`src/design/wfr_pkg.sv`:
```
// Shared types, constants and the helper function of the serial frame receiver.
package wfr_pkg;

   localparam int BYTE_W              = 8;
   localparam int KIND_W              = 3;
   localparam int POS_W               = 10;
   localparam int LEN_W               = 11;
   localparam int HDR_LEN_W           = 16;
   localparam int ADDR_W              = 3;
   localparam int APB_DATA_W          = 32;
   localparam int MAX_PAYLOAD_DEFAULT = 1024;

   localparam logic [BYTE_W-1:0] HEAD_RESET = 8'hA5;
   localparam logic [BYTE_W-1:0] TAIL_RESET = 8'hFC;

   // Register index within the configuration map.
   localparam logic REG_HEAD = 1'b0;
   localparam logic REG_TAIL = 1'b1;

   typedef enum logic [KIND_W-1:0] {
      EV_DATA    = 3'd0,
      EV_GOOD    = 3'd1,
      EV_BAD     = 3'd2,
      EV_OVER    = 3'd3,
      EV_RESTART = 3'd4
   } event_kind_type;

   typedef struct packed {
      logic [BYTE_W-1:0] head_byte;
      logic [BYTE_W-1:0] tail_byte;
   } cfg_type;

   typedef struct packed {
      logic                  has_result;
      event_kind_type        event_kind;
      logic [BYTE_W-1:0]     data_byte;
      logic [POS_W-1:0]      payload_position;
      logic [BYTE_W-1:0]     frame_type;
      logic [LEN_W-1:0]      frame_length;
   } rsp_item_type;

   // Header length saturated to the width of the reported length.
   function automatic logic [LEN_W-1:0] sat_len(input logic [HDR_LEN_W-1:0] len);
      logic [HDR_LEN_W-1:0] limit;
      limit = HDR_LEN_W'({LEN_W{1'b1}});
      return (len > limit) ? {LEN_W{1'b1}} : len[LEN_W-1:0];
   endfunction

endpackage

```
`src/design/wfr_if.sv`:
```
// Valid/ready channel interfaces for received bytes and frame events.
interface wfr_req_if;
   logic                         valid;
   logic                         ready;
   logic [wfr_pkg::BYTE_W-1:0]   rx_byte;

   modport source (output valid, output rx_byte, input ready);
   modport sink   (input valid, input rx_byte, output ready);
   modport mon    (input valid, input rx_byte, input ready);
endinterface

interface wfr_rsp_if;
   logic                         valid;
   logic                         ready;
   logic [wfr_pkg::KIND_W-1:0]   event_kind;
   logic [wfr_pkg::BYTE_W-1:0]   data_byte;
   logic [wfr_pkg::POS_W-1:0]    payload_position;
   logic [wfr_pkg::BYTE_W-1:0]   frame_type;
   logic [wfr_pkg::LEN_W-1:0]    frame_length;

   modport source (output valid, output event_kind, output data_byte,
                   output payload_position, output frame_type, output frame_length,
                   input ready);
   modport sink   (input valid, input event_kind, input data_byte,
                   input payload_position, input frame_type, input frame_length,
                   output ready);
   modport mon    (input valid, input event_kind, input data_byte,
                   input payload_position, input frame_type, input frame_length,
                   input ready);
endinterface

```
`src/design/wfr_csr.sv`:
```
// APB register block holding the head and tail byte values.
module wfr_csr (
   input  logic                              clock,
   input  logic                              reset,
   input  logic                              psel,
   input  logic                              penable,
   input  logic                              pwrite,
   input  logic [wfr_pkg::ADDR_W-1:0]        paddr,
   input  logic [wfr_pkg::APB_DATA_W-1:0]    pwdata,
   output logic [wfr_pkg::APB_DATA_W-1:0]    prdata,
   output logic                              pready,
   output wfr_pkg::cfg_type                  cfg
);
   import wfr_pkg::*;

   logic [BYTE_W-1:0] head_ff, head_in;
   logic [BYTE_W-1:0] tail_ff, tail_in;
   logic              wr_en;
   logic              reg_sel;

   assign wr_en   = psel && penable && pwrite;
   assign reg_sel = paddr[2];

   always_comb begin
      head_in = head_ff;
      tail_in = tail_ff;
      if (wr_en) begin
         unique case (reg_sel)
            REG_HEAD: head_in = pwdata[BYTE_W-1:0];
            REG_TAIL: tail_in = pwdata[BYTE_W-1:0];
            default:  head_in = head_ff;
         endcase
      end
   end

   always_ff @(posedge clock) begin
      if (reset) begin
         head_ff <= HEAD_RESET;
         tail_ff <= TAIL_RESET;
      end else begin
         head_ff <= head_in;
         tail_ff <= tail_in;
      end
   end

   assign prdata = APB_DATA_W'((reg_sel == REG_TAIL) ? tail_ff : head_ff);
   assign pready = 1'b1;

   assign cfg.head_byte = head_ff;
   assign cfg.tail_byte = tail_ff;

endmodule

```
`src/design/wfr_deframer.sv`:
```
// Frame state and per-byte decode: turns one byte into at most one event.
module wfr_deframer #(
   parameter int MAX_PAYLOAD = wfr_pkg::MAX_PAYLOAD_DEFAULT
) (
   input  logic                         clock,
   input  logic                         reset,
   input  wfr_pkg::cfg_type             cfg,
   input  logic                         step,
   input  logic [wfr_pkg::BYTE_W-1:0]   rx_byte,
   output wfr_pkg::rsp_item_type        result
);
   import wfr_pkg::*;

   localparam int IW = $clog2(MAX_PAYLOAD + 1);

   logic                  in_frame_ff, in_frame_in;
   logic [IW-1:0]         index_ff, index_in;
   logic [IW-1:0]         declared_ff, declared_in;
   logic [BYTE_W-1:0]     len_low_ff, len_low_in;
   logic [BYTE_W-1:0]     type_ff, type_in;

   logic                  is_head;
   logic                  at_len_hi;
   logic [HDR_LEN_W-1:0]  hdr_len;
   logic                  over;
   logic [IW-1:0]         decl_now;
   logic                  tail_hit;
   logic                  cut;

   assign is_head   = (rx_byte == cfg.head_byte);
   assign at_len_hi = (index_ff == IW'(3));
   assign hdr_len   = {rx_byte, len_low_ff};
   assign over      = ({1'b0, hdr_len} > (HDR_LEN_W+1)'(MAX_PAYLOAD));
   assign decl_now  = at_len_hi ? hdr_len[IW-1:0] : declared_ff;
   assign tail_hit  = ({1'b0, index_ff} >= ({1'b0, decl_now} + (IW+1)'(4)));
   assign cut       = (index_ff >= IW'(MAX_PAYLOAD));

   always_comb begin
      in_frame_in = in_frame_ff;
      index_in    = index_ff;
      declared_in = declared_ff;
      len_low_in  = len_low_ff;
      type_in     = type_ff;

      result                  = '0;
      result.event_kind       = EV_DATA;
      result.frame_type       = type_ff;
      result.frame_length     = sat_len(HDR_LEN_W'(decl_now));

      priority if (is_head) begin
         // A head byte always opens a fresh frame; mid-frame it reports a restart.
         result.has_result   = in_frame_ff;
         result.event_kind   = EV_RESTART;
         result.frame_length = '0;
         in_frame_in         = 1'b1;
         index_in            = IW'(1);
         declared_in         = IW'(MAX_PAYLOAD);
         len_low_in          = '0;
         type_in             = '0;
      end else if (!in_frame_ff) begin
         result.has_result = 1'b0;
      end else if (at_len_hi && over) begin
         result.has_result   = 1'b1;
         result.event_kind   = EV_OVER;
         result.frame_length = sat_len(hdr_len);
         in_frame_in         = 1'b0;
         index_in            = '0;
      end else if (tail_hit) begin
         result.has_result = 1'b1;
         result.event_kind = (rx_byte == cfg.tail_byte) ? EV_GOOD : EV_BAD;
         in_frame_in       = 1'b0;
         index_in          = '0;
         declared_in       = decl_now;
      end else if (cut) begin
         result.has_result = 1'b1;
         result.event_kind = EV_BAD;
         in_frame_in       = 1'b0;
         index_in          = '0;
         declared_in       = decl_now;
      end else begin
         index_in    = index_ff + IW'(1);
         declared_in = decl_now;
         if (index_ff == IW'(1)) begin
            type_in = rx_byte;
         end
         if (index_ff == IW'(2)) begin
            len_low_in = rx_byte;
         end
         if (index_ff >= IW'(4)) begin
            result.has_result       = 1'b1;
            result.data_byte        = rx_byte;
            result.payload_position = POS_W'(index_ff - IW'(4));
         end
      end
   end

   always_ff @(posedge clock) begin
      if (reset) begin
         in_frame_ff <= 1'b0;
         index_ff    <= '0;
         declared_ff <= IW'(MAX_PAYLOAD);
         len_low_ff  <= '0;
         type_ff     <= '0;
      end else if (step) begin
         in_frame_ff <= in_frame_in;
         index_ff    <= index_in;
         declared_ff <= declared_in;
         len_low_ff  <= len_low_in;
         type_ff     <= type_in;
      end
   end

endmodule

```
`src/design/wifi_frame_receiver_top.sv`:
```
// Top level of the serial frame receiver: byte channel in, frame events out.
//
// The req_ch channel carries one received byte per item. The rsp_ch channel
// carries event items: a payload byte with its offset, or a frame outcome
// (good, bad tail or cut off, length over limit, restarted by a head byte).
// Bytes that cause no event, such as header bytes or bytes outside a frame,
// are consumed silently. The APB port sets the head and tail byte values and
// should only be written while no bytes are in flight.
//
// A byte accepted into the input register is decoded once the result register
// is free or is being emptied, and its event item is then registered in the
// result register and presented on rsp_ch until it is accepted.
// One byte is taken in every cycle as long as the result register is free or
// is being emptied in the same cycle; the decode of one byte against the
// frame state is the single stage that sets this rate.
//
// Reset clears the frame state, empties both registers and restores the
// head byte to 0xA5 and the tail byte to 0xFC. When the event receiver
// stalls, the pending event is held, one more byte waits in the input
// register, and req_ch.ready drops until the event is taken.
module wifi_frame_receiver_top #(
   parameter int MAX_PAYLOAD = wfr_pkg::MAX_PAYLOAD_DEFAULT
) (
   input  logic                              clock,
   input  logic                              reset,
   wfr_req_if.sink                           req_ch,
   wfr_rsp_if.source                         rsp_ch,
   input  logic                              psel,
   input  logic                              penable,
   input  logic                              pwrite,
   input  logic [wfr_pkg::ADDR_W-1:0]        paddr,
   input  logic [wfr_pkg::APB_DATA_W-1:0]    pwdata,
   output logic [wfr_pkg::APB_DATA_W-1:0]    prdata,
   output logic                              pready
);
   import wfr_pkg::*;

   cfg_type           cfg;
   rsp_item_type      result;

   // Input register: one byte waiting to be decoded.
   logic              in_valid_ff, in_valid_in;
   logic [BYTE_W-1:0] in_byte_ff;

   // Result register: one event item waiting to be taken.
   logic              out_valid_ff, out_valid_in;
   rsp_item_type      out_item_ff;

   logic              step;

   // Decode the held byte whenever its event, if any, has somewhere to go.
   assign step         = in_valid_ff && (!out_valid_ff || rsp_ch.ready);
   assign req_ch.ready = !in_valid_ff || step;

   assign in_valid_in  = req_ch.valid || (in_valid_ff && !step);

   always_comb begin
      out_valid_in = out_valid_ff && !rsp_ch.ready;
      if (step) begin
         out_valid_in = result.has_result;
      end
   end

   always_ff @(posedge clock) begin
      if (reset) begin
         in_valid_ff  <= 1'b0;
         out_valid_ff <= 1'b0;
      end else begin
         in_valid_ff  <= in_valid_in;
         out_valid_ff <= out_valid_in;
      end
   end

   always_ff @(posedge clock) begin
      if (req_ch.valid && req_ch.ready) begin
         in_byte_ff <= req_ch.rx_byte;
      end
      if (step && result.has_result) begin
         out_item_ff <= result;
      end
   end

   wfr_csr u_csr (
      .clock   (clock),
      .reset   (reset),
      .psel    (psel),
      .penable (penable),
      .pwrite  (pwrite),
      .paddr   (paddr),
      .pwdata  (pwdata),
      .prdata  (prdata),
      .pready  (pready),
      .cfg     (cfg)
   );

   wfr_deframer #(
      .MAX_PAYLOAD (MAX_PAYLOAD)
   ) u_deframer (
      .clock   (clock),
      .reset   (reset),
      .cfg     (cfg),
      .step    (step),
      .rx_byte (in_byte_ff),
      .result  (result)
   );

   assign rsp_ch.valid            = out_valid_ff;
   assign rsp_ch.event_kind       = out_item_ff.event_kind;
   assign rsp_ch.data_byte        = out_item_ff.data_byte;
   assign rsp_ch.payload_position = out_item_ff.payload_position;
   assign rsp_ch.frame_type       = out_item_ff.frame_type;
   assign rsp_ch.frame_length     = out_item_ff.frame_length;

endmodule

```
`src/flat_wrapper.sv`:
```
// flat-port wrapper written by rule: the top's interface ports become plain ports
module wifi_frame_receiver_top_flat import wfr_pkg::*;
#(
   parameter int MAX_PAYLOAD = wfr_pkg::MAX_PAYLOAD_DEFAULT
)
  (clock, reset, psel, penable, pwrite, paddr, pwdata, prdata, pready, req_ch_valid, req_ch_rx_byte, req_ch_ready, rsp_ch_valid, rsp_ch_event_kind, rsp_ch_data_byte, rsp_ch_payload_position, rsp_ch_frame_type, rsp_ch_frame_length, rsp_ch_ready);
  wfr_req_if req_ch_i ();
  wfr_rsp_if rsp_ch_i ();
  input  logic clock;
  input  logic reset;
  input  logic psel;
  input  logic penable;
  input  logic pwrite;
  input  logic [wfr_pkg::ADDR_W-1:0] paddr;
  input  logic [wfr_pkg::APB_DATA_W-1:0] pwdata;
  output logic [wfr_pkg::APB_DATA_W-1:0] prdata;
  output logic pready;
  input wire logic [$bits(req_ch_i.valid)-1:0] req_ch_valid;
  input wire logic [$bits(req_ch_i.rx_byte)-1:0] req_ch_rx_byte;
  output wire logic [$bits(req_ch_i.ready)-1:0] req_ch_ready;
  output wire logic [$bits(rsp_ch_i.valid)-1:0] rsp_ch_valid;
  output wire logic [$bits(rsp_ch_i.event_kind)-1:0] rsp_ch_event_kind;
  output wire logic [$bits(rsp_ch_i.data_byte)-1:0] rsp_ch_data_byte;
  output wire logic [$bits(rsp_ch_i.payload_position)-1:0] rsp_ch_payload_position;
  output wire logic [$bits(rsp_ch_i.frame_type)-1:0] rsp_ch_frame_type;
  output wire logic [$bits(rsp_ch_i.frame_length)-1:0] rsp_ch_frame_length;
  input wire logic [$bits(rsp_ch_i.ready)-1:0] rsp_ch_ready;
  assign req_ch_i.valid = req_ch_valid;
  assign req_ch_i.rx_byte = req_ch_rx_byte;
  assign req_ch_ready = req_ch_i.ready;
  assign rsp_ch_valid = rsp_ch_i.valid;
  assign rsp_ch_event_kind = rsp_ch_i.event_kind;
  assign rsp_ch_data_byte = rsp_ch_i.data_byte;
  assign rsp_ch_payload_position = rsp_ch_i.payload_position;
  assign rsp_ch_frame_type = rsp_ch_i.frame_type;
  assign rsp_ch_frame_length = rsp_ch_i.frame_length;
  assign rsp_ch_i.ready = rsp_ch_ready;
  wifi_frame_receiver_top #(.MAX_PAYLOAD(MAX_PAYLOAD)) u_core (.clock(clock), .reset(reset), .req_ch(req_ch_i), .rsp_ch(rsp_ch_i), .psel(psel), .penable(penable), .pwrite(pwrite), .paddr(paddr), .pwdata(pwdata), .prdata(prdata), .pready(pready));
endmodule
```
`config.mk`:
```
export PLATFORM = sky130hd
export DESIGN_NAME = wifi_frame_receiver_top_flat
export DESIGN_NICKNAME = d
export VERILOG_FILES = /design/src/design/wfr_pkg.sv /design/src/design/wfr_if.sv /design/src/design/wfr_csr.sv /design/src/design/wfr_deframer.sv /design/src/design/wifi_frame_receiver_top.sv /design/src/flat_wrapper.sv
export SDC_FILE = /design/constraint.sdc
export NUM_CORES = 1
export LEC_CHECK = 0
export ABC_AREA = 1
export BUFFER_PORTS_ARGS = -buffer_cell sky130_fd_sc_hd__buf_2
export CORE_ASPECT_RATIO = 1.25
export CORE_MARGIN = 2
export CORE_UTILIZATION = 59
export CTS_BUF_LIST = sky130_fd_sc_hd__clkbuf_16
export CTS_CLUSTER_DIAMETER = 50
export DETAILED_ROUTE_END_ITERATION = 6
export PLACE_DENSITY = 0.86
export SYNTH_ARGS = -nofsm -noshare
export SYNTH_HDL_FRONTEND = slang
export SYNTH_SLANG_ARGS = --single-unit
export TNS_END_PERCENT = 1
```
`constraint.sdc`:
```
create_clock -name clock -period 9.2 [get_ports clock]
set_input_delay 0.92 -clock clock [delete_from_list [all_inputs] [get_ports clock]]
set_output_delay 0.92 -clock clock [all_outputs]
set_load 0.02 [all_outputs]
```
==> impl_metrics.py, run 1 <==
metrics = {
    "outcome": {
        "run_status": "completed",
    },
    "global_route": {
        "grt_pass1_vias": 4443,
        "grt_overflow": 0,
        "grt.total_usage_pct": 24.7,
        "met3_usage_pct": 4.29,
        "busiest_layer": "met2",
        "antenna_found_initial": 0,
        "grt_max_degree": 47,
        "grt_use_met1_pct": 27.8,
        "grt_pass1_wl_mm": 20.5,
        "met2_usage_pct": 44.8,
    },
    "logic_synthesis": {
        "synth_top_area_share_pct": 25.5,
        "yosys-top-cells-count": "nand2_1, inv_1, a21oi_1, dfxtp_1, edfxtp_1",
        "synth_area_leaders": "edfxtp_1, dfxtp_1, nand2_1, a21oi_1, inv_1",
        "synth-seq-cells": 105,
        "avgSynthCellArea_um2": 8.58,
        "async_flop_share_pct": 0,
        "yosysTopAreaCell": "edfxtp_1",
        "yosysMostFrequentCell": "nand2_1",
        "synth_ff_type": "dfxtp_1",
        "synthDistinctLibCells": 41,
        "netlist_area_mm2": 0.00566,
        "ys_warn_count": 0,
        "seq_area_frac_synth_pct": 45.6,
        "synth-edff-count": 48,
        "netlist_instances": 660,
    },
    "clock_network": {
        "cts_hold_buf": 0,
        "clk_pin_slew_ns": 0.07,
        "cts_resized": 0,
        "cts-htree-levels": 3,
        "postCtsSetupBuffers": 0,
        "insertion_delay_ns": 0.35,
        "clock_tree.buffer_depth": 2,
        "numCtsBuffers": 9,
        "root_buffer": "clkbuf_16",
        "cts_tree": "done",
        "cts_num_sinks": 105,
    },
    "worst_hold_path": {
        "min_path_type": "register to register",
        "worstHoldStart": "u_core.u_deframer.type_ff[4]$_SDFFE_PP0P_",
    },
    "timing": {
        "hold_ws_ns": 0.436,
        "fin_crit_ns": 4.92,
        "grt_setup_unrepaired": "no",
        "post-route-period-util_pct": 53.5,
        "setup_viol_count_final": 0,
        "drv_slew": 0,
        "worst_slew_pin_slew_ns": 0.989,
        "hold_viol": 0,
        "max_slew_margin_pct": 33.8,
        "max_freq_ghz": 0.203,
        "setup_tns_ns": 0,
        "skew_ns": 0.00922,
    },
    "worst_setup_path": {
        "cp.arrival_ns": 4.93,
        "r2r-start": "u_core.u_deframer.index_ff[2]$_SDFFE_PP0P_",
        "cp_data_required_time_ns": 9.21,
        "crit_path_max_fanout": 30,
        "start_kind": "register",
        "cp-startpoint": "u_core.u_deframer.index_ff[2]$_SDFFE_PP0P_",
        "critPathCaptureType": "register",
        "critical_path_class": "register to register",
    },
    "cells_and_area": {
        "diodes": 0,
        "drive_gt1_share_pct": 18.2,
        "synthToLayoutAreaGrowth_pct": 10.7,
        "nNetsFinal": 794,
    },
    "route": {
        "vias_per_cell": 5.46,
        "drtPass1Iterations": 6,
        "wirelength_mm": 12.8,
        "vias": 4653,
        "drtIter0Drc": 416,
        "wl_per_cell_um": 15.0,
        "drc": 0,
        "antenna_left": 0,
    },
    "place": {
        "gp_congestion": 0.930,
        "portBuffers": 73,
        "hpwlAfterDp_mm": 9.46,
    },
    "floorplan": {
        "die_area_mm2": 0.0104,
        "ioPinCount": 125,
        "die_y_um": 114,
        "start_util_pct": 61.4,
        "core_mm2": 0.00922,
        "num_rows": 39,
        "die_w_um": 91.6,
    },
    "power_and_ir_drop": {
        "p_leak_nw": 2.49,
        "peakVddDrop_uv": 118,
        "p_per_area_mw_per_mm2": 143,
    },
    "flow_run": {
        "max_cap_violations": 0,
    },
}
[per-stage QoR]
step / std cells / total power [mW] / worst slack (ns) / utilization [%] / area, µm²
after detailed placement: 836 / 0.557 / 4.37 / 65.0 / 5990
after global routing: 852 / 0.925 / 4.00 / 67.9 / 6260
after floorplan: 683 / 0.548 / 4.92 / - / 5750
final: 852 / 0.899 / 4.28 / 67.9 / 6260
after CTS: 852 / 0.902 / 4.33 / 67.9 / 6260
after global placement: 836 / 0.555 / 4.55 / 65.0 / 5990
[area by class of cell]
| cell class | instances | area [µm²] |
|---|---|---|
| fillers | 728 | 2960 |
| multi-input cells | 455 | 2580 |
| flip-flops and latches | 105 | 2580 |
| repair buffers | 75 | 380 |
| inverters | 78 | 294 |
| clock buffers | 9 | 225 |
| well taps | 123 | 154 |
| clock inverters | 7 | 45.0 |
[flip-flops by register name (all words and copies together) (netlist names)]
name,cells
u_core.in_valid_ff,1
u_core.u_csr.tail_ff,8
u_core.in_byte_ff,8
u_core.rsp_ch.valid,1
u_core.u_deframer.declared_ff,11
u_core.rsp_ch.event_kind,3
u_core.u_deframer.len_low_ff,8
u_core.rsp_ch.data_byte,8
u_core.rsp_ch.frame_type,8
u_core.u_deframer.type_ff,8
u_core.rsp_ch.frame_length,11
u_core.u_deframer.index_ff,11
u_core.u_csr.head_ff,8
u_core.rsp_ch.payload_position,10
u_core.u_deframer.in_frame_ff,1
[final timing paths]
kind | endpoint | slack [ns] | cells after the start
setup / recovery | u_core.rsp_ch.frame_type[6]$_DFFE_PP_ | 4.28 | 25
hold / removal | u_core.rsp_ch.frame_type[4]$_DFFE_PP_ | 0.44 | 0
setup reg to reg | u_core.rsp_ch.frame_type[6]$_DFFE_PP_ | 4.28 | 25
hold reg to reg | u_core.rsp_ch.frame_type[4]$_DFFE_PP_ | 0.44 | 0
[worst max-delay path, stage by stage (launching register included)]
cell and delay, ns:
dfxtp_1 0.55, inv_1 0.16, ha_1 0.30, nand2_1 0.13
nor2_4 0.06, nand2_4 0.11, inv_2 0.08, or2_1 0.20
o21ai_1 0.18, inv_1 0.17, ha_1 0.25, nand3_1 0.15
xor2_1 0.10, ha_1 0.29, inv_1 0.06, o31a_1 0.27
nand2_1 0.06, nand2_1 0.04, nand2_1 0.05, nand2_1 0.05
nand2_1 0.16, nand2_2 0.10, nand4_1 0.08, nand2_1 0.12
inv_1 0.38, buf_4 0.44
[where the power goes]
group          internal, mW  switching [mW]  leakage [nW]
clock                 0.182           0.169         0.127
sequential            0.490         0.00651         0.855
combinational        0.0130          0.0377          1.51
total                 0.686           0.213          2.49
[kinds of logic after synthesis]
kind of cell / Yosys count / synth area share, %
compound gates: 106 / 10.4
other cells: 2 / 0.133
fa+ha+maj: 20 / 4.42
xor+xnor: 26 / 4.02
flops: 105 / 45.6
buf+inv: 123 / 10.4
simple gates: 278 / 25.0
[layer usage]
layer  vias to the layer above  part of all wire (%)
met5                         -                     0
met4                         0                   3.4
met3                        41                   5.7
met2                       196                    52
met1                      2137                    39
li1                       2279                     -
[cell usage in the layout (no fill, tap or decap), types with 2 or more instances in the layout]
cell,synthesis,final
xor2_1,25,25
clkinv_1,1,3
buf_2,2,73
nor2_2,3,3
o21ai_2,4,4
nor2_1,41,41
nor3_1,16,16
clkbuf_16,0,9
buf_4,26,2
nor4_1,4,4
dfxtp_1,57,57
or2_1,2,2
ha_1,20,20
nor2_4,15,15
nand2_1,124,124
a211oi_1,7,7
nand3_2,3,3
nand3_4,3,3
conb_1,2,25
o21a_1,2,2
inv_2,6,6
a21oi_1,57,57
nand4_1,26,26
nand3_1,33,33
edfxtp_1,48,48
clkinvlp_4,0,2
clkinv_2,1,2
o21ai_1,7,7
inv_1,70,70
nand2_4,2,2
nand2_2,4,4
o21ai_0,25,25
Power figures use the tool's default switching activity.
==> inputs of run 2 (changes only) <==
- ABC_AREA: 1 -> 0
- CORE_UTILIZATION: 59 -> 55
- PLACE_DENSITY: 0.86 -> 0.81
- clock period: 9.2 -> 4.8 ns (I/O delays scaled with it)
==> impl_metrics.py, run 2 <==
metrics = {
    "clock_network": {
        "cts_tree": "done",
        "cts_num_sinks": 105,
        "clk_pin_slew_ns": 0.07,
        "cts_resized": 0,
        "numCtsBuffers": 9,
        "cts_hold_buf": 0,
        "insertion_delay_ns": 0.35,
        "postCtsSetupBuffers": 0,
        "root_buffer": "clkbuf_16",
        "cts-htree-levels": 3,
        "clock_tree.buffer_depth": 2,
    },
    "cells_and_area": {
        "fillers": 810,
        "nNetsFinal": 715,
        "final_util_pct": 63.4,
        "fin_area_mm2": 0.00634,
        "final_common_cell": "buf_2",
        "synthToLayoutAreaGrowth_pct": 13.4,
        "diodes": 0,
        "layout_common_cells": "buf_2, dfxtp_1, nand2_1",
        "drive_gt1_share_pct": 21.8,
    },
    "logic_synthesis": {
        "synth_area_leaders": "edfxtp_1, dfxtp_1, ha_1, nand2_1, xor2_1",
        "synth-seq-cells": 105,
        "yosys-top-cells-count": "dfxtp_1, nand2_1, nor2_1, edfxtp_1, a21oi_1",
        "synth_compound_area_share_pct": 11.1,
        "async_flop_share_pct": 0,
        "synthDistinctLibCells": 58,
        "synth-simple-area-share_pct": 21.9,
        "yosysMostFrequentCell": "dfxtp_1",
        "netlist_area_mm2": 0.00559,
        "synth.area.mux_share_pct": 3.98,
        "synth_ff_type": "dfxtp_1",
        "synth_xor_xnor_area_share_pct": 5.01,
        "yosysTopAreaCell": "edfxtp_1",
        "synth_fa_ha_area_share_pct": 4.48,
        "netlist_instances": 573,
        "synth_top_family_by_area": "simple AND/OR/NAND/NOR gates",
        "synth-edff-count": 48,
        "seq_area_frac_synth_pct": 46.2,
        "synth_top_area_share_pct": 25.8,
        "ys_warn_count": 0,
        "avgSynthCellArea_um2": 9.76,
    },
    "route": {
        "wirelength_mm": 12.8,
        "wl_per_cell_um": 16.4,
        "vias_per_cell": 5.69,
        "drtIter0Drc": 331,
        "drc": 0,
        "drtPass1Iterations": 5,
        "vias": 4433,
        "antenna_left": 0,
    },
    "global_route": {
        "antenna_found_initial": 0,
        "grt_pass1_wl_mm": 19.8,
        "grt_pass1_vias": 4144,
        "grt.total_usage_pct": 23.0,
        "grt_overflow": 0,
        "grt_max_degree": 51,
    },
    "floorplan": {
        "die_y_um": 117,
        "ioPinCount": 125,
        "die_w_um": 94.2,
        "core_mm2": 0.0100,
        "die_area_mm2": 0.0110,
        "num_rows": 41,
        "start_util_pct": 55.9,
    },
    "place": {
        "portBuffers": 73,
        "dpl_cell_area_mm2": 0.00605,
        "hpwlAfterDp_mm": 9.37,
        "gp_congestion": 0.894,
        "dp_slack_ns": 0.280,
    },
    "timing": {
        "hold_ws_ns": 0.296,
        "worst_slew_pin_slew_ns": 0.953,
        "hold_viol": 0,
        "setup_tns_ns": 0,
        "grt_setup_unrepaired": "no",
        "post-route-period-util_pct": 92.5,
        "drv_slew": 0,
        "fin_crit_ns": 4.44,
        "max_slew_margin_pct": 36.4,
        "skew_ns": 0.00935,
        "timing.final.ws_setup_ns": 0.360,
        "setup_viol_count_final": 0,
        "max_freq_ghz": 0.225,
    },
    "worst_setup_path": {
        "rrSetupSlack_ns": 0.36,
        "start_kind": "register",
        "critical_path_class": "register to register",
        "critPathCaptureType": "register",
        "cp.arrival_ns": 4.66,
        "crit_path_max_fanout": 8,
        "r2r_cells": 19,
        "cp_data_required_time_ns": 5.02,
    },
    "power_and_ir_drop": {
        "peakVddDrop_uv": 177,
        "p_per_area_mw_per_mm2": 273,
        "p_leak_nw": 2.58,
    },
    "outcome": {
        "run_status": "completed",
    },
    "worst_hold_path": {
        "min_path_type": "input pin to register",
        "hold-path-cell-count": 1,
    },
    "flow_run": {
        "max_cap_violations": 0,
    },
}
[run 2: cell types whose count changed after synthesis, sizes merged, moves of 12 or more]
cell and change:
inv -62, buf +12, nand2 -75, nand4 -18
nand3b +24, o21ai -20, a21oi -24
[run 2: layout make-up]
class                           instances  area, µm²  area share [%]
Multi-Input combinational cell        420       2710            42.7
Sequential cell                       105       2580            40.7
Timing Repair Buffer                   95        556            8.76
Clock buffer                            9        225            3.55
Tap cell                              129        161            2.55
Clock inverter                          7       52.6           0.829
Inverter                               14       52.6           0.829
[run 2: power by group]
part	leakage [nW]	internal, mW	switching, mW
clock network	0.142	0.358	0.341
logic	1.47	0.0273	0.0541
registers	0.969	0.937	0.0149
total	2.58	1.32	0.410
[run 2: per-layer routing]
layer / routed length [µm] / GRT usage, %
met5: 0 / 0
met4: 297 / 9.66
met3: 758 / 4.39
met2: 6630 / 41.6
met1: 5100 / 26.5
[run 2: path summary, 6_finish.rpt]
check	startpoint	to
worst min register to register	u_core.u_deframer.type_ff[5]$_SDFFE_PP0P_	u_core.rsp_ch.frame_type[5]$_DFFE_PP_
worst max-delay path	u_core.u_deframer.index_ff[3]$_SDFFE_PP0P_	u_core.rsp_ch.data_byte[6]$_SDFFCE_PP0P_
worst min-delay path	req_ch_rx_byte[6]	u_core.in_byte_ff[6]$_DFFE_PP_
worst max register to register	u_core.u_deframer.index_ff[3]$_SDFFE_PP0P_	u_core.rsp_ch.data_byte[6]$_SDFFCE_PP0P_
[run 2: worst max-delay path, stage by stage, from the launching register on]
cell and delay, ns:
dfxtp_1 0.36, inv_1 0.09, ha_1 0.17, nor4b_2 0.23, and3_1 0.25, mux2_2 0.39, ha_1 0.23, o21ai_0 0.18
nor2_1 0.11, xnor2_1 0.15, mux2i_1 0.11, ha_1 0.21, a2111oi_1 0.30, o21ai_0 0.15, a21oi_1 0.25, o21ai_0 0.21
a21oi_1 0.26, buf_4 0.19, and3b_2 0.30, and2_1 0.17
[run 2: kinds of logic after synthesis]
group,count (synthesis)
AOI/OAI and AO/OA,93
xor gates and xnor gates,32
adders and majority gates,20
buffers and inverters,71
DFF,105
muxes,21
other,2
and+or+nand+nor,229
[run 2: stage by stage]
stage	power, mW	instances
after global placement	1.05	763
after detailed placement	1.05	763
after floorplan	1.04	596
after CTS	1.73	779
after global routing	1.77	779
final	1.73	779
